$ cat src/hdl/string_key_exact_match_table_defines.svh
// Assertion macros used by the table's top-level RTL file.
// Each macro checks on the rising edge of clk and is switched off during rst.
`ifndef STRING_KEY_EXACT_MATCH_TABLE_DEFINES_SVH
`define STRING_KEY_EXACT_MATCH_TABLE_DEFINES_SVH

`ifndef SYNTHESIS
// Same-cycle implication
`define SKEMT_ASSERT_IMP(lbl, ante, cons) \
  lbl: assert property (@(posedge clk) disable iff (rst) (ante) |-> (cons)) \
    else $error("skemt assertion failed");
// Next-cycle implication
`define SKEMT_ASSERT_NXT(lbl, ante, cons) \
  lbl: assert property (@(posedge clk) disable iff (rst) (ante) |=> (cons)) \
    else $error("skemt assertion failed");
`else
`define SKEMT_ASSERT_IMP(lbl, ante, cons)
`define SKEMT_ASSERT_NXT(lbl, ante, cons)
`endif

`endif

$ cat src/hdl/skemt_pkg.sv
package skemt_pkg;

  // Operation codes carried on the last byte of a key
  localparam logic [1:0] KIND_LOOKUP = 2'd0;
  localparam logic [1:0] KIND_ADD    = 2'd1;
  localparam logic [1:0] KIND_REMOVE = 2'd2;
  localparam logic [1:0] KIND_CLEAR  = 2'd3;

  localparam int COUNT_W  = 7;
  localparam int KLEN_W   = 16;

  // Commands broadcast from the sequencer to every cell
  typedef struct packed {
    logic stream_wr;  // write the arriving key byte into the free cell
    logic cmp_en;     // compare read data with the arriving byte
    logic mism_clr;   // start a new key
    logic hit_load;   // capture the match result of each cell
    logic hit_shift;  // move match flags one cell toward cell 0
    logic len_add;    // store the key length in the free cell
    logic len_shift;  // move lengths down over the removed entry
    logic copy_wr;    // move key bytes down over the removed entry
  } cell_cmd_t;

endpackage

$ cat src/hdl/skemt_ram.sv
module skemt_ram #(
  parameter int WIDTH = 8,
  parameter int DEPTH = 64
) (
  input  logic                     clk,
  input  logic                     we,
  input  logic [$clog2(DEPTH)-1:0] waddr,
  input  logic [WIDTH-1:0]         wdata,
  input  logic [$clog2(DEPTH)-1:0] raddr,
  output logic [WIDTH-1:0]         rdata
);

  logic [WIDTH-1:0] mem [DEPTH];

  // Write one word, read one word with registered output
  always_ff @(posedge clk) begin
    if (we) begin
      mem[waddr] <= wdata;
    end
    rdata <= mem[raddr];
  end

endmodule

$ cat src/hdl/skemt_cell.sv
module skemt_cell #(
  parameter int KEY_BYTES = 64
) (
  input  logic                           clk,
  input  logic                           rst,
  input  skemt_pkg::cell_cmd_t           cmd,
  input  logic                           sel_stream,
  input  logic                           sel_shift,
  input  logic [$clog2(KEY_BYTES)-1:0]   raddr,
  input  logic [$clog2(KEY_BYTES)-1:0]   stream_addr,
  input  logic [$clog2(KEY_BYTES)-1:0]   copy_addr,
  input  logic [7:0]                     stream_byte,
  input  logic [7:0]                     cmp_byte,
  input  logic [$clog2(KEY_BYTES)-1:0]   match_len,
  input  logic                           len_ok,
  input  logic [$clog2(KEY_BYTES)-1:0]   add_len,
  input  logic [7:0]                     nb_rdata,
  input  logic [$clog2(KEY_BYTES)-1:0]   nb_len,
  input  logic                           nb_hit,
  output logic [7:0]                     rdata,
  output logic [$clog2(KEY_BYTES)-1:0]   len,
  output logic                           hit
);
  import skemt_pkg::*;

  localparam int AW = $clog2(KEY_BYTES);

  logic          we;
  logic [AW-1:0] waddr;
  logic [7:0]    wdata;
  logic          mism;

  // Pick the write source: arriving key byte or neighbour's stored byte
  always_comb begin
    we    = (cmd.stream_wr && sel_stream) || (cmd.copy_wr && sel_shift);
    waddr = cmd.copy_wr ? copy_addr : stream_addr;
    wdata = cmd.copy_wr ? nb_rdata : stream_byte;
  end

  skemt_ram #(.WIDTH(8), .DEPTH(KEY_BYTES)) u_ram (
    .clk   (clk),
    .we    (we),
    .waddr (waddr),
    .wdata (wdata),
    .raddr (raddr),
    .rdata (rdata)
  );

  // Track mismatch, length and match flag of this entry
  always_ff @(posedge clk) begin
    if (rst) begin
      mism <= 1'b0;
      hit  <= 1'b0;
    end else begin
      if (cmd.mism_clr) begin
        mism <= 1'b0;
      end else if (cmd.cmp_en && (rdata != cmp_byte)) begin
        mism <= 1'b1;
      end
      if (cmd.hit_load) begin
        hit <= len_ok && !mism && (len == match_len);
      end else if (cmd.hit_shift) begin
        hit <= nb_hit;
      end
    end
    if (cmd.len_add && sel_stream) begin
      len <= add_len;
    end else if (cmd.len_shift && sel_shift) begin
      len <= nb_len;
    end
  end

endmodule

$ cat config.mk
export PLATFORM = sky130hd
export DESIGN_NAME = skemt_cell
export DESIGN_NICKNAME = d
export VERILOG_FILES = /design/src/hdl/string_key_exact_match_table_defines.svh /design/src/hdl/skemt_pkg.sv /design/src/hdl/skemt_ram.sv /design/src/hdl/skemt_cell.sv
export SDC_FILE = /design/constraint.sdc
export NUM_CORES = 1
export LEC_CHECK = 0
export BUFFER_PORTS_ARGS = -buffer_cell sky130_fd_sc_hd__buf_2
export CORE_ASPECT_RATIO = 1.25
export CORE_MARGIN = 2
export CORE_UTILIZATION = 35
export DETAILED_ROUTE_END_ITERATION = 6
export HOLD_SLACK_MARGIN = 0.03
export PLACE_DENSITY = 0.59
export SLEW_MARGIN = 30
export SYNTH_ARGS = -nofsm -noshare
export SYNTH_HDL_FRONTEND = slang
export SYNTH_SLANG_ARGS = --single-unit
$ cat constraint.sdc
create_clock -name clk -period 3.4 [get_ports clk]
set_clock_uncertainty 0.15 [all_clocks]
set_input_delay 1.02 -clock clk [delete_from_list [all_inputs] [get_ports clk]]
set_output_delay 1.02 -clock clk [all_outputs]
set_load 0.01 [all_outputs]
==> flow_summary.ini <==
[floorplan]
rows = 99
core_sq_um = 58600
die-area_sq_um = 61300
initial_core_util_pct = 35.5
die_h_um = 276
ioPinCount = 89
die_w_um = 222

[power_and_ir_drop]
seqPwrFrac_pct = 53.5
clkPwrFrac_pct = 40.0
power.switching_uw = 2930
leakagePower_uw = 0.00799
power_density_nw_per_um2 = 557
p_comb_share_pct = 6.6
max-vdd-ir-drop_mv = 0.436
cell_internal_pwr_uw = 10800
swShare_pct = 21.4

[global_routing]
grt_pass1_vias = 10800
grt_antenna_before_repair = 3
grt_pass1_wl_um = 71500
grt.total_usage_pct = 15.7
overflow = 0
grt_max_degree = 65

[logic_synthesis]
ys.warnings.count = 0
syn-instance-count = 1005
avgSynthCellArea_sq_um = 20.7
syn-num-nets = 1079
seq_area_frac_synth_pct = 75.9
synth.distinct_cells = 41
synth_seq_cells = 528
syn_area_sq_um = 20800

[setup_path]
worst_path_max_delay_cell = mux4_2
end_kind = flip-flop
worstPathMaxFanout = 23
cpPeakStageDelay_ns = 0.55
critPathKind = in -> reg
path_cells = buf_6 -> buf_12 -> mux4_2 -> o22ai_1 -> nor4_1 -> a311o_1
cp-start-kind = input port
critPathRequiredTime_ns = 3.71
critPathArrivalTime_ns = 3.01

[timing]
worst_pin_slew_ns = 0.936
slew_viol_final = 0
min_period_ns = 2.70
fin_hold_ws_ns = 0.375
setup_viol = 0
max_freq_mhz = 371
rsz0062_at_grt = no
tns_ns = 0
period_share_pct = 79.4
hold_viol_final = 0
max_slew_margin_pct = 37.3

[cts]
cts_buffers = 50
cts-root-buf = clkbuf_16
insertion_delay_ns = 0.59
path_clk_slew_ns = 0.06
cts_tree = yes
clock_sinks = 528
clock_path_buffers = 3
ctsResizeCount = 0
hold_buffers = 0
cts_setup_buffers = 0
htreeDepth = 2

[routing]
viasPerCell = 5.24
dr.pass1.iters = 5
drt-initial-drc-count = 969
vias = 10600
route.detailed.drc = 0
drtAntennaViolNets = 0
wl_um = 48300
wl_per_cell_um = 24.0

[final_layout]
fin_nets = 1294
drive_gt1_share_pct = 34.0
diodes = 0
area_growth_pct = 18.2

[job]
drv_cap = 0

[status]
status = complete, no violations

[placement]
routabilityCongestion = 0.798
place_hpwl_um = 31700
portBuffers = 88

[worst_hold_path]
hold_class = reg -> reg
## layout make-up
cell class	instances	area, sq um
Inverter	2	7.51
Clock buffer	58	1300
Multi-Input combinational cell	424	4720
Sequential cell	528	15800
Timing Repair Buffer	214	1540
Clock inverter	31	285
Fill cell	5112	34000
Tap cell	757	947
## path summary, 6_finish.rpt
| path | startpoint | end | slack, ns | cells after the start |
|---|---|---|---|---|
| setup / recovery | raddr[1] | u_ram.rdata[0]$_DFF_P_ | 0.70 | 6 |
| hold / removal | mism$_SDFFE_PP0P_ | mism$_SDFFE_PP0P_ | 0.38 | 2 |
| setup reg to reg | u_ram.mem[0][0]$_DFFE_PP_ | u_ram.rdata[0]$_DFF_P_ | 1.28 | 5 |
| hold reg to reg | mism$_SDFFE_PP0P_ | mism$_SDFFE_PP0P_ | 0.38 | 2 |
## power groups by stage
| stage | sequential [uW] | clock, uW | combinational (uW) |
|---|---|---|---|
| after floorplan | 7440 | 0 | 497 |
| after global placement | 7450 | 0 | 897 |
| after detailed placement | 7450 | 0 | 910 |
| after CTS | 7310 | 5570 | 911 |
| after global routing | 7310 | 5810 | 960 |
| final | 7310 | 5470 | 897 |
## per-stage QoR
stage	std cells	instance area [sq um]	worst slack [ns]	power (uW)	utilization, %
3_3_place_gp	1925	23000	0.109	8340	39.2
3_5_place_dp	1925	23000	0.0989	8360	39.2
2_1_floorplan	1005	20800	0.349	7940	-
4_1_cts	2014	24600	0.703	13800	41.9
5_1_grt	2014	24600	0.579	14100	41.9
6_report	2014	24600	0.702	13700	41.9
## flip-flops by register name (all words and copies together), names as in the netlist
signal and flops:
u_ram.mem 512, u_ram.rdata 8, len 6, hit 1, mism 1
## critical path, delay by kind of cell
family	cells	cell delay, ns
AND/OR/NAND/NOR	1	0.18
buffers and inverters	2	0.54
multiplexers	1	0.55
AO/OA/AOI/OAI	2	0.69
## cell families (layout without fill, tap and decap cells)
logic type	after synthesis	after routing	synth area share (%)
multiplexers	168	168	15.9
AND/OR/NAND/NOR	160	160	3.40
flip-flops	528	528	75.9
AO/OA/AOI/OAI	82	82	2.84
XOR/XNOR	14	14	0.590
buffers and inverters	53	305	1.41
## per-layer routing
layer,part of all wire (%),global-route usage [%]
met1,42,20.6
met2,50,26.6
met3,5.2,2.36
met4,2.8,5.39
met5,0.077,0
## cell usage after synthesis
| master | n | share of area [%] |
|---|---|---|
| or2_2 | 1 | 0.030 |
| xnor2_1 | 1 | 0.042 |
| nor2b_1 | 9 | 0.27 |
| xor2_1 | 13 | 0.55 |
| o21ai_1 | 5 | 0.12 |
| nor3_1 | 4 | 0.096 |
| a22o_1 | 2 | 0.084 |
| buf_1 | 6 | 0.11 |
| o22ai_1 | 18 | 0.54 |
| o22a_1 | 1 | 0.042 |
| o21ai_0 | 8 | 0.19 |
| buf_6 | 7 | 0.38 |
| clkbuf_1 | 11 | 0.20 |
| or4_1 | 2 | 0.072 |
| a22oi_1 | 3 | 0.11 |
| a32o_1 | 6 | 0.29 |
| nand3_1 | 7 | 0.17 |
| inv_1 | 2 | 0.036 |
| buf_4 | 3 | 0.11 |
| mux2i_1 | 23 | 1.1 |
| nand3b_1 | 1 | 0.036 |
| buf_2 | 24 | 0.58 |
| a21oi_1 | 9 | 0.22 |
| or3b_2 | 1 | 0.042 |
| o32a_1 | 1 | 0.048 |
| edfxtp_1 | 518 | 75 |
| nand2_1 | 35 | 0.63 |
| nand2b_1 | 9 | 0.27 |
| nor4_1 | 9 | 0.27 |
| o32ai_1 | 3 | 0.13 |
| a221oi_1 | 6 | 0.25 |
| o221ai_1 | 10 | 0.42 |
| a211oi_1 | 6 | 0.22 |
| dfxtp_1 | 10 | 0.96 |
| mux2_2 | 17 | 0.92 |
| and2_1 | 2 | 0.060 |
| nor2_1 | 80 | 1.4 |
| mux4_2 | 128 | 14 |
| a311o_1 | 2 | 0.096 |
| a32oi_1 | 1 | 0.042 |
| a2bb2oi_1 | 1 | 0.042 |
## cells in the final DEF (no fill, tap or decap), drive strengths merged
master    Yosys  routed
a211oi        6       6
a21oi         9       9
a221oi        6       6
a22o          2       2
a22oi         3       3
a2bb2oi       1       1
a311o         2       2
a32o          6       6
a32oi         1       1
and2          2       2
buf          40     214
bufinv        0       5
clkbuf       11      58
clkinv        0      22
clkinvlp      0       1
dfxtp        10      10
edfxtp      518     518
inv           2       5
mux2         17      17
mux2i        23      23
mux4        128     128
nand2        35      35
nand2b        9       9
nand3         7       7
nand3b        1       1
nor2         80      80
nor2b         9       9
nor3          4       4
nor4          9       9
o21ai        13      13
o221ai       10      10
o22a          1       1
o22ai        18      18
o32a          1       1
o32ai         3       3
or2           1       1
or3b          1       1
or4           2       2
xnor2         1       1
xor2         13      13
Note: power is estimated with default switching activity, not from simulation.
